File: config.mk
export PLATFORM = sky130hd
export DESIGN_NAME = radio_packet_auto_ack
export DESIGN_NICKNAME = d
export VERILOG_FILES = /design/src/hw/rtl/rpa_pkg.sv /design/src/hw/rtl/rpa_front.sv /design/src/hw/rtl/rpa_queue.sv /design/src/hw/rtl/rpa_back.sv /design/src/hw/rtl/radio_packet_auto_ack.sv
export SDC_FILE = /design/constraint.sdc
export NUM_CORES = 1
export LEC_CHECK = 0
export ABC_AREA = 1
export BUFFER_PORTS_ARGS = -buffer_cell sky130_fd_sc_hd__buf_2
export CORE_ASPECT_RATIO = 1.75
export CORE_MARGIN = 5
export CORE_UTILIZATION = 56
export DETAILED_ROUTE_END_ITERATION = 10
export PLACE_DENSITY = 0.76
export SLEW_MARGIN = 30
export SYNTH_ARGS = -nofsm -noshare
export SYNTH_HDL_FRONTEND = slang
export SYNTH_HIERARCHICAL = 1
export SYNTH_SLANG_ARGS = --single-unit
File: constraint.sdc
create_clock -name clk -period 4.92 [get_ports clk]
set_clock_uncertainty 0.1 [all_clocks]
set_input_delay 0.738 -clock clk [delete_from_list [all_inputs] [get_ports clk]]
set_output_delay 0.738 -clock clk [all_outputs]
set_load 0.005 [all_outputs]
File: src/hw/rtl/rpa_pkg.sv
// Shared types and constants for the radio packet auto-ack block.
// No dependencies; imported by every module of the block.
package rpa_pkg;

	localparam int ADDR_W    = 24;
	localparam int BYTE_W    = 8;
	localparam int POS_W     = 4;
	localparam int CFG_IDX_W = 1;
	localparam int QDEPTH    = 2;
	localparam int QPTR_W    = (QDEPTH > 1) ? $clog2(QDEPTH) : 1;
	localparam int QCNT_W    = $clog2(QDEPTH + 1);

	localparam logic [CFG_IDX_W-1:0] REG_AUTO_ACK_ADDR = 1'b0;
	localparam logic [CFG_IDX_W-1:0] REG_THERMO_ADDR   = 1'b1;

	localparam logic [BYTE_W-1:0] TYPE_A      = 8'h30;
	localparam logic [BYTE_W-1:0] TYPE_SETTMP = 8'h40;
	localparam logic [BYTE_W-1:0] TYPE_C      = 8'h50;
	localparam logic [BYTE_W-1:0] THERMO_LEN  = 8'd11;
	localparam logic [BYTE_W-1:0] ACK_LEN     = 8'd11;
	localparam logic [BYTE_W-1:0] ACK_TYPE    = 8'd2;

	localparam logic [POS_W-1:0] POS_LEN     = 4'd0;
	localparam logic [POS_W-1:0] POS_CNT     = 4'd1;
	localparam logic [POS_W-1:0] POS_TYPE    = 4'd3;
	localparam logic [POS_W-1:0] POS_SRC0    = 4'd4;
	localparam logic [POS_W-1:0] POS_SRC1    = 4'd5;
	localparam logic [POS_W-1:0] POS_SRC2    = 4'd6;
	localparam logic [POS_W-1:0] POS_DST0    = 4'd7;
	localparam logic [POS_W-1:0] POS_DST1    = 4'd8;
	localparam logic [POS_W-1:0] POS_DST2    = 4'd9;
	localparam logic [POS_W-1:0] POS_MIN_END = 4'd9;
	localparam logic [POS_W-1:0] POS_MAX     = 4'd15;
	localparam logic [POS_W-1:0] ACK_LAST    = 4'd11;

	typedef struct packed {
		logic [BYTE_W-1:0] counter;
		logic [ADDR_W-1:0] src;
		logic [ADDR_W-1:0] dst;
		logic              rule_a;
		logic              rule_b;
	} ack_job_t;

endpackage

File: src/hw/rtl/rpa_front.sv
// Front end: captures header fields of received packets and decides on acks.
// Depends on rpa_pkg; pushes ack jobs into rpa_queue.
module rpa_front import rpa_pkg::*; (
	input  logic                 clk,
	input  logic                 arst_n,
	input  logic                 cfg_we,
	input  logic [CFG_IDX_W-1:0] cfg_index,
	input  logic [ADDR_W-1:0]    cfg_data,
	input  logic                 in_valid,
	output logic                 in_ready,
	input  logic [BYTE_W-1:0]    rx_byte,
	input  logic                 end_of_packet,
	input  logic                 q_full,
	output logic                 q_push,
	output ack_job_t             q_data
);

	logic [ADDR_W-1:0] auto_addr_q, thermo_addr_q;
	logic [POS_W-1:0]  pos_q;
	logic [BYTE_W-1:0] len_q, cnt_q, type_q;
	logic [ADDR_W-1:0] src_q, dst_q;

	logic [BYTE_W-1:0] len_d, cnt_d, type_d;
	logic [ADDR_W-1:0] src_d, dst_d;
	logic              accept, rule_a, rule_b;

	assign in_ready = !q_full;
	assign accept   = in_valid && in_ready;

	always_comb begin
		len_d  = len_q;
		cnt_d  = cnt_q;
		type_d = type_q;
		src_d  = src_q;
		dst_d  = dst_q;
		case (pos_q)
			POS_LEN:  len_d  = rx_byte;
			POS_CNT:  cnt_d  = rx_byte;
			POS_TYPE: type_d = rx_byte;
			POS_SRC0: src_d[23:16] = rx_byte;
			POS_SRC1: src_d[15:8]  = rx_byte;
			POS_SRC2: src_d[7:0]   = rx_byte;
			POS_DST0: dst_d[23:16] = rx_byte;
			POS_DST1: dst_d[15:8]  = rx_byte;
			POS_DST2: dst_d[7:0]   = rx_byte;
			default: ;
		endcase
	end

	always_comb begin
		rule_a = (auto_addr_q != '0) && (type_d inside {TYPE_A, TYPE_SETTMP, TYPE_C})
			&& (dst_d == auto_addr_q);
		rule_b = (thermo_addr_q != '0) && (len_d == THERMO_LEN) && (type_d == TYPE_SETTMP)
			&& (dst_d == thermo_addr_q);
	end

	assign q_push = accept && end_of_packet && (pos_q >= POS_MIN_END) && (rule_a || rule_b);
	assign q_data = '{counter: cnt_d, src: src_d, dst: dst_d, rule_a: rule_a, rule_b: rule_b};

	always_ff @(posedge clk or negedge arst_n) begin
		if (!arst_n) begin
			auto_addr_q   <= '0;
			thermo_addr_q <= '0;
			pos_q         <= '0;
			len_q         <= '0;
			cnt_q         <= '0;
			type_q        <= '0;
			src_q         <= '0;
			dst_q         <= '0;
		end else begin
			if (cfg_we) begin
				case (cfg_index)
					REG_AUTO_ACK_ADDR: auto_addr_q   <= cfg_data;
					REG_THERMO_ADDR:   thermo_addr_q <= cfg_data;
					default: ;
				endcase
			end
			if (accept) begin
				len_q  <= len_d;
				cnt_q  <= cnt_d;
				type_q <= type_d;
				src_q  <= src_d;
				dst_q  <= dst_d;
				if (end_of_packet)
					pos_q <= '0;
				else if (pos_q != POS_MAX)
					pos_q <= pos_q + 1'b1;
			end
		end
	end

endmodule

File: src/hw/rtl/rpa_queue.sv
// Short job queue between the capture front end and the ack frame back end.
// Depends on rpa_pkg for the job type and depth.
module rpa_queue import rpa_pkg::*; (
	input  logic     clk,
	input  logic     arst_n,
	input  logic     push,
	input  ack_job_t push_data,
	output logic     full,
	input  logic     pop,
	output logic     empty,
	output ack_job_t head
);

	ack_job_t            mem_q [QDEPTH];
	logic [QPTR_W-1:0]   wr_ptr_q, rd_ptr_q;
	logic [QCNT_W-1:0]   count_q;

	assign full  = (count_q == QCNT_W'(QDEPTH));
	assign empty = (count_q == '0);
	assign head  = mem_q[rd_ptr_q];

	always_ff @(posedge clk) begin
		if (push)
			mem_q[wr_ptr_q] <= push_data;
	end

	always_ff @(posedge clk or negedge arst_n) begin
		if (!arst_n) begin
			wr_ptr_q <= '0;
			rd_ptr_q <= '0;
			count_q  <= '0;
		end else begin
			if (push)
				wr_ptr_q <= (wr_ptr_q == QPTR_W'(QDEPTH - 1)) ? '0 : wr_ptr_q + 1'b1;
			if (pop)
				rd_ptr_q <= (rd_ptr_q == QPTR_W'(QDEPTH - 1)) ? '0 : rd_ptr_q + 1'b1;
			if (push && !pop)
				count_q <= count_q + 1'b1;
			else if (pop && !push)
				count_q <= count_q - 1'b1;
		end
	end

endmodule

File: src/hw/rtl/rpa_back.sv
// Back end: serializes one or two 12-byte ack frames per queued job.
// Depends on rpa_pkg; reads the head of rpa_queue.
module rpa_back import rpa_pkg::*; (
	input  logic              clk,
	input  logic              arst_n,
	input  logic              q_empty,
	input  ack_job_t          q_head,
	output logic              q_pop,
	output logic              out_valid,
	input  logic              out_ready,
	output logic [BYTE_W-1:0] tx_byte,
	output logic              frame_end,
	output logic              run_end
);

	logic [POS_W-1:0] idx_q;
	logic             second_q;
	logic             last_frame, take;

	assign out_valid  = !q_empty;
	assign take       = out_valid && out_ready;
	assign last_frame = !(q_head.rule_a && q_head.rule_b) || second_q;
	assign frame_end  = (idx_q == ACK_LAST);
	assign run_end    = frame_end && last_frame;
	assign q_pop      = take && run_end;

	always_comb begin
		case (idx_q)
			4'd0:    tx_byte = ACK_LEN;
			4'd1:    tx_byte = q_head.counter;
			4'd3:    tx_byte = ACK_TYPE;
			4'd4:    tx_byte = q_head.dst[23:16];
			4'd5:    tx_byte = q_head.dst[15:8];
			4'd6:    tx_byte = q_head.dst[7:0];
			4'd7:    tx_byte = q_head.src[23:16];
			4'd8:    tx_byte = q_head.src[15:8];
			4'd9:    tx_byte = q_head.src[7:0];
			default: tx_byte = '0;
		endcase
	end

	always_ff @(posedge clk or negedge arst_n) begin
		if (!arst_n) begin
			idx_q    <= '0;
			second_q <= 1'b0;
		end else if (take) begin
			if (frame_end) begin
				idx_q    <= '0;
				second_q <= !last_frame;
			end else begin
				idx_q <= idx_q + 1'b1;
			end
		end
	end

endmodule

File: src/hw/rtl/radio_packet_auto_ack.sv
// Radio packet auto-ack block, top level.
// Depends on rpa_pkg, rpa_front, rpa_queue and rpa_back.
//
// Usage:
//   Input channel (in_valid/in_ready) carries received packet bytes, length
//   byte first, with end_of_packet on the final byte. One byte per cycle is
//   taken while the ack queue has room.
//   Output channel (out_valid/out_ready) carries ack frame bytes: 12 bytes per
//   frame, frame_end on the twelfth, run_end on the last byte caused by a
//   packet. A packet matching both rules gives two frames (24 bytes).
//   cfg_we/cfg_index/cfg_data write the auto-ack address (index 0) and the
//   thermostat address (index 1); write only while the block is idle.
//   A job is queued when the final packet byte is accepted; its first ack
//   byte is valid once it heads the queue. The back end sends one byte per
//   cycle while out_ready is high, from a two-entry job queue. When the
//   receiver stalls, queued jobs hold; once both queue entries are taken,
//   in_ready drops until a job's last byte is sent. Reset clears addresses
//   (acks disabled), the byte position, captured fields and the queue.
module radio_packet_auto_ack import rpa_pkg::*; (
	input  logic                 clk,
	input  logic                 arst_n,
	input  logic                 cfg_we,
	input  logic [CFG_IDX_W-1:0] cfg_index,
	input  logic [ADDR_W-1:0]    cfg_data,
	input  logic                 in_valid,
	output logic                 in_ready,
	input  logic [BYTE_W-1:0]    rx_byte,
	input  logic                 end_of_packet,
	output logic                 out_valid,
	input  logic                 out_ready,
	output logic [BYTE_W-1:0]    tx_byte,
	output logic                 frame_end,
	output logic                 run_end
);

	logic     q_push, q_full, q_pop, q_empty;
	ack_job_t q_data, q_head;

	rpa_front u_front (
		.clk           (clk),
		.arst_n        (arst_n),
		.cfg_we        (cfg_we),
		.cfg_index     (cfg_index),
		.cfg_data      (cfg_data),
		.in_valid      (in_valid),
		.in_ready      (in_ready),
		.rx_byte       (rx_byte),
		.end_of_packet (end_of_packet),
		.q_full        (q_full),
		.q_push        (q_push),
		.q_data        (q_data)
	);

	rpa_queue u_queue (
		.clk       (clk),
		.arst_n    (arst_n),
		.push      (q_push),
		.push_data (q_data),
		.full      (q_full),
		.pop       (q_pop),
		.empty     (q_empty),
		.head      (q_head)
	);

	rpa_back u_back (
		.clk       (clk),
		.arst_n    (arst_n),
		.q_empty   (q_empty),
		.q_head    (q_head),
		.q_pop     (q_pop),
		.out_valid (out_valid),
		.out_ready (out_ready),
		.tx_byte   (tx_byte),
		.frame_end (frame_end),
		.run_end   (run_end)
	);

endmodule

==> reports/qor.yml, run 1 <==
sta:
  max_freq_mhz: 248
  holdWs_ps: 182
  hold_viol_final: 0
  fin_crit_sh_pct: 81.9
  rsz0062_at_grt: "false"
  tightest_slew_ps: 978
  max_slew_margin_pct: 34.8
  finalSetupViolCount: 0
  setup_ws_ps: 890
  period_needed_ps: 4030
  timing.setup.tns_ps: 0
  slew_viol_final: 0
run:
  drv_cap: 0
placement:
  place_congestion: 1.04
  port_buffers: 50
  placed_area_um2: 12800
  place_ws_ps: 970
  placed_cells: 1683
  dp_hpwl_um: 23900
grt:
  grt_max_degree: 85
  grt_pass1_vias: 9409
  antenna_found_initial: 0
  grt-ovfl-total: 0
  grt_pass1_wl_um: 51200
  grtUsageTotal_pct: 27.0
clocking:
  cts_inserted_buffers: 23
  post_cts_resize_count: 0
  clock_sinks: 249
  clock_latency_ps: 520
  cts_max_path_buffers: 3
  clk_root_buffer_cell: "clkbuf_16"
  hold_buffers: 0
  cts_setup_buffers: 0
  cts_tree: "yes"
  h-tree-depth: 1
  clkTransAtPathRegs_ps: 60
final_layout:
  area_growth_pct: 9.53
  layout_common_cells: "454 x nand2_1, 132 x dfrtp_1, 127 x inv_1"
  fin_area_um2: 13500
  final_cells: 1725
  fin_util_pct: 62.5
  n_antenna_cell: 0
  layout_commonest_cell: "nand2_1"
  nets: 1464
  drive_gt1_share_pct: 12.1
synth:
  ys_async_sr_fraction_pct: 53.4
  synth_top_flop_cell: "dfrtp_1"
  yosysUniqueCellTypes: 31
  ys_top_cells_by_area: "edfxtp_1 28%, dfrtp_1 27%, nand2_1 14%"
  synth_top_cell_by_area: "edfxtp_1"
  syn_area_um2: 12300
  avgSynthCellArea_um2: 8.87
  syn_nets: 1436
  synthCells: 1388
  synth_top_area_share_pct: 28.3
  synth_seq_cells: 249
  synth_seq_area_share_pct: 55.3
  synth_edf_count: 116
  yosys_warnings: 6
drt:
  ant_nets: 0
  post-route-drc-count: 0
  vias: 9698
  finalWirelength_um: 33500
  drtIter0Drc: 892
  first_pass_iters: 6
  drt-vias-per-instance: 5.62
  wl_per_cell_um: 19.4
die:
  coreArea_um2: 21600
  start_util_pct: 57.0
  fp.dieW_um: 122
  std_cell_rows: 71
  dieArea_um2: 25200
  top_level_ports: 51
  fp.dieH_um: 206
critical_path:
  max_stage_delay_ps: 500
  worstSetupPathType: "flip-flop to flip-flop"
  critPathBufInv: 3
  crit_path_end_kind: "flip-flop"
  r2r_slack_ps: 890
  crit_slowest_cell: "nand3_1"
  startpoint: "u_front/pos_q[0]$_DFFE_PN0P_"
  rr_worst_depth: 16
  start_kind: "flip-flop"
  worstPathCellList: "ha_1 -> nand3_1 -> inv_1 -> nand2_1 -> nand2_1 -> nand2_1 -> nand2_1 -> nand2_1 -> nor2_1 -> nand2_1 -> nor2_1 -> nand2_1 -> a21oi_1 -> inv_1 -> nor2_4 -> buf_12"
  crit_top_cell: "nand2_1"
  cp.required_ps: 5000
  critical_path.top_delay_family: "simple AND/OR/NAND/NOR gates"
  r2r-start: "u_front/pos_q[0]$_DFFE_PN0P_"
  reg2reg_to: "u_queue/mem_q[0][8]$_DFFE_PP_"
  worst-path-max-fanout: 58
  cp.arrival_ps: 4110
pwr:
  leakage_nw: 6.22
  power_mw: 5.24
  p_per_area_nw_per_um2: 389
  ir_worst_vdd_mv: 0.287
min_path:
  min-delay-path-class: "primary input to asynchronous set/reset pin"
run_status:
  status: "finished clean"
==> worst max path at each step <==
stage / end / slack (ps) / cells past startpoint
floorplan: u_queue/mem_q[0][0]$_DFFE_PP_ / 790 / 16
global placement: u_queue/mem_q[0][32]$_DFFE_PP_ / 1030 / 14
detailed placement: u_queue/mem_q[0][54]$_DFFE_PP_ / 970 / 16
CTS: u_queue/mem_q[0][8]$_DFFE_PP_ / 930 / 16
global route: u_queue/mem_q[0][8]$_DFFE_PP_ / 640 / 14
finish: u_queue/mem_q[0][8]$_DFFE_PP_ / 890 / 16
==> report_power, final <==
group | switching (mW) | total [mW] | leakage, nW | internal [mW]
Clock | 0.768 | 1.73 | 0.361 | 0.962
Sequential | 0.150 | 2.60 | 2.71 | 2.45
Combinational | 0.637 | 0.911 | 3.16 | 0.274
==> sequential cells by signal (all words and copies together), names as in the netlist <==
signal and cells:
u_front/pos_q 4, u_queue/count_q 2, u_front/thermo_addr_q 24, u_front/src_q 24, u_front/len_q 8, u_front/auto_addr_q 24
u_queue/mem_q 116, u_back/second_q 1, u_queue/wr_ptr_q 1, u_back/idx_q 4, u_front/cnt_q 8, u_queue/rd_ptr_q 1
u_front/dst_q 24, u_front/type_q 8
==> area by class of cell <==
class / instances / area (µm²)
fill: 1816 / 8100
sequential: 249 / 6810
multi-input combinational: 942 / 4670
clock buffer: 29 / 628
inverter: 133 / 500
timing repair buffer: 67 / 409
tap: 292 / 365
clock inverter: 13 / 97.6
==> cells by family (layout without fill, tap and decap cells) <==
logic type | after synthesis | in the layout | synth area share, %
flops | 249 | 249 | 55.3
fa+ha+maj | 9 | 9 | 0.915
mux | 58 | 58 | 5.61
simple gates | 729 | 729 | 25.0
compound gates | 142 | 142 | 6.02
buf+inv | 197 | 242 | 6.81
xor+xnor | 4 | 4 | 0.285
==> synthesized netlist by cell type, types with 2 or more instances <==
| cell type | n |
|---|---|
| a31oi_1 | 22 |
| inv_2 | 5 |
| nand4_1 | 63 |
| edfxtp_1 | 116 |
| dfrtp_1 | 133 |
| nand2_1 | 455 |
| clkbuf_1 | 26 |
| buf_1 | 7 |
| mux2_4 | 10 |
| buf_4 | 5 |
| o21ai_1 | 3 |
| ha_1 | 9 |
| xor2_1 | 3 |
| buf_6 | 6 |
| nand3b_1 | 13 |
| nor2_1 | 109 |
| o21ai_0 | 113 |
| buf_2 | 19 |
| a21oi_1 | 3 |
| nand3_1 | 82 |
| inv_1 | 128 |
| mux2_2 | 48 |
| nor2_2 | 2 |
==> worst register-to-register path, delay by kind of cell, from the launching register on <==
family	cells	cell delay [ps]
compound gates	1	400
buf+inv	3	710
fa+ha+maj	1	290
simple gates	11	1750
flops	1	400
==> metal layers <==
layer	wire length, µm	global-route usage [%]	share of wire [%]
met5	0	0	0
met4	2250	16.1	6.7
met3	1610	3.01	4.8
met2	17500	48.6	52
met1	12100	30.3	36
Note: power is estimated with default switching activity, not from simulation.
==> run 2: changes to the inputs <==
- CORE_UTILIZATION: 56 -> 62
- PLACE_DENSITY: 0.76 -> 0.8
- clock period: 4.92 -> 4.2 ns (I/O delays scaled with it)
==> reports/qor.yml, run 2 (same netlist as run 1, synthesis figures left out) <==
clocking:
  clkTransAtPathRegs_ps: 70  # about the same
  clock_sinks: 249  # unchanged
  clk_root_buffer_cell: "clkbuf_16"
  clock_latency_ps: 520  # about the same
  cts_inserted_buffers: 22  # -4.3%
  cts_max_path_buffers: 3  # unchanged
  cts_setup_buffers: 0  # unchanged
  cts_tree: "yes"
  h-tree-depth: 1  # unchanged
run_status:
  status: "finished clean"
placement:
  placed_cells: 1639  # -2.6%
  port_buffers: 50  # unchanged
  dp_hpwl_um: 23000  # -3.8%
  place_congestion: 1.00  # -3.2%
critical_path:
  rr_worst_depth: 14  # -2
  r2r-start: "u_front/pos_q[3]$_DFFE_PN0P_"
  reg2reg_to: "u_queue/mem_q[1][5]$_DFFE_PP_"
  worstSetupPathType: "flip-flop to flip-flop"
  r2r_slack_ps: 410  # -480 ps
  max_stage_delay_ps: 570  # +70 ps
  start_kind: "flip-flop"
  crit_top_cell: "nand2_1"
  crit_path_end_kind: "flip-flop"
  worstPathCellList: "nor2_2 -> nand2_1 -> nand2_1 -> o21ai_0 -> nor2_1 -> inv_1 -> nand2_1 -> nand3_1 -> nor2_1 -> nand2_1 -> a21oi_1 -> nand2_1 -> inv_2 -> buf_4"
  worst-path-max-fanout: 15  # -74%
  cp.arrival_ps: 3890  # -220 ps
  startpoint: "u_front/pos_q[3]$_DFFE_PN0P_"
  crit_slowest_cell: "dfrtp_1"
  cp.required_ps: 4300  # -700 ps
sta:
  holdWs_ps: 23.4  # -158 ps
  max_freq_mhz: 264  # +6.5%
  finalSetupViolCount: 0  # unchanged
  slew_viol_final: 0  # unchanged
  fin_crit_sh_pct: 90.1  # +8.2 points
  max_slew_margin_pct: 39.5  # +4.8 points
  rsz0062_at_grt: "false"
  timing.setup.tns_ps: 0  # unchanged
  period_needed_ps: 3790  # -245 ps
  tightest_slew_ps: 907  # -71.4 ps
  hold_viol_final: 0  # unchanged
drt:
  wl_per_cell_um: 19.4  # -0.40%
  first_pass_iters: 8  # +2
  post-route-drc-count: 0  # unchanged
  finalWirelength_um: 32500  # -3.1%
  ant_nets: 0  # unchanged
  vias: 9856  # +1.6%
  drt-vias-per-instance: 5.87  # +4.4%
  drtIter0Drc: 1021  # +14%
final_layout:
  layout_commonest_cell: "nand2_1"
  drive_gt1_share_pct: 12.3  # +0.27 points
  largest_register_ffs: 116  # unchanged
  top_register: "u_queue/mem_q"
  area_growth_pct: 8.93
  nets: 1466  # +0.14%
  final_cells: 1679  # -2.7%
  n_antenna_cell: 0  # unchanged
  fin_util_pct: 68.2  # +5.8 points
  layout_common_cells: "454 x nand2_1, 131 x dfrtp_1, 127 x inv_1"
die:
  std_cell_rows: 68  # -4.2%
  start_util_pct: 62.6  # +5.6 points
  fp.dieH_um: 196  # -4.7%
  top_level_ports: 51  # unchanged
  coreArea_um2: 19700  # -9.0%
  dieArea_um2: 22900  # -9.1%
  fp.dieW_um: 117  # -4.6%
pwr:
  p_per_area_nw_per_um2: 449  # +15%
  ir_worst_vdd_mv: 0.429  # +49%
  leakage_nw: 6.21  # -0.28%
grt:
  grt_max_degree: 69  # -19%
  grt-ovfl-total: 0  # unchanged
  grtUsageTotal_pct: 29.2  # +2.3 points
  antenna_found_initial: 1  # +1
  grt_pass1_wl_um: 51500  # +0.57%
  grt_pass1_vias: 9848  # +4.7%
min_path:
  min-delay-path-class: "primary input to asynchronous set/reset pin"
run:
  drv_cap: 0  # unchanged
run 2: changes by cell type in the layout (fill, tap and decap cells not counted), sizes merged:
cell and change:
buf +3, clkinv -2, bufinv -1, clkinvlp +1
run 2: critical path: cells and delay by family (launching register included):
family                 cells  cell delay (ps)
AND/OR/NAND/NOR            9             1650
buffers and inverters      3              610
flip-flops                 1              570
AO/OA/AOI/OAI              2              530
run 2: power by group:
part	internal [mW]	total [mW]	switching, mW	leakage (nW)
logic	0.325	1.07	0.749	3.17
clock network	1.01	1.90	0.883	0.330
registers	2.87	3.05	0.178	2.71
run 2: worst max path at each step:
stage                     cells past startpoint                             end  slack [ps]
after floorplan                              16   u_queue/mem_q[0][0]$_DFFE_PP_          70
after global placement                       16  u_queue/mem_q[1][34]$_DFFE_PP_         630
after detailed placement                     16  u_queue/mem_q[1][37]$_DFFE_PP_         450
after CTS                                    16   u_queue/mem_q[1][5]$_DFFE_PP_         410
after global routing                         14   u_queue/mem_q[1][5]$_DFFE_PP_         130
final                                        14   u_queue/mem_q[1][5]$_DFFE_PP_         410
run 2: final cells by class:
| cell class | count | area, µm² |
|---|---|---|
| repair buffers | 70 | 444 |
| fillers | 1572 | 6240 |
| clock inverters | 11 | 73.8 |
| flip-flops and latches | 249 | 6810 |
| inverters | 133 | 502 |
| multi-input cells | 942 | 4670 |
| clock buffers | 29 | 597 |
| well taps | 245 | 307 |
run 2: through the flow:
stage	instance area, µm²	setup slack [ps]	total power [mW]
detailed placement	12700	451	4.13
global route	13400	126	6.31
global placement	12700	633	4.07
finish	13400	415	6.02
CTS	13400	405	6.02
floorplan	12300	72.5	3.75
run 2: layer usage:
metal  routed length, µm  track usage, %
met5                  13               0
met2               16700            50.5
met4                2440            18.0
met1               11400            33.9
met3                1980            3.69
run 2: timing repair:
| item | 4_1_cts | 5_1_grt |
|---|---|---|
| setup endpoints to repair | 0 | 48 |
| hold buffers | 0 | 0 |
| endpoints found under the hold margin | 0 | 0 |
| resized for setup | 0 | 1 |
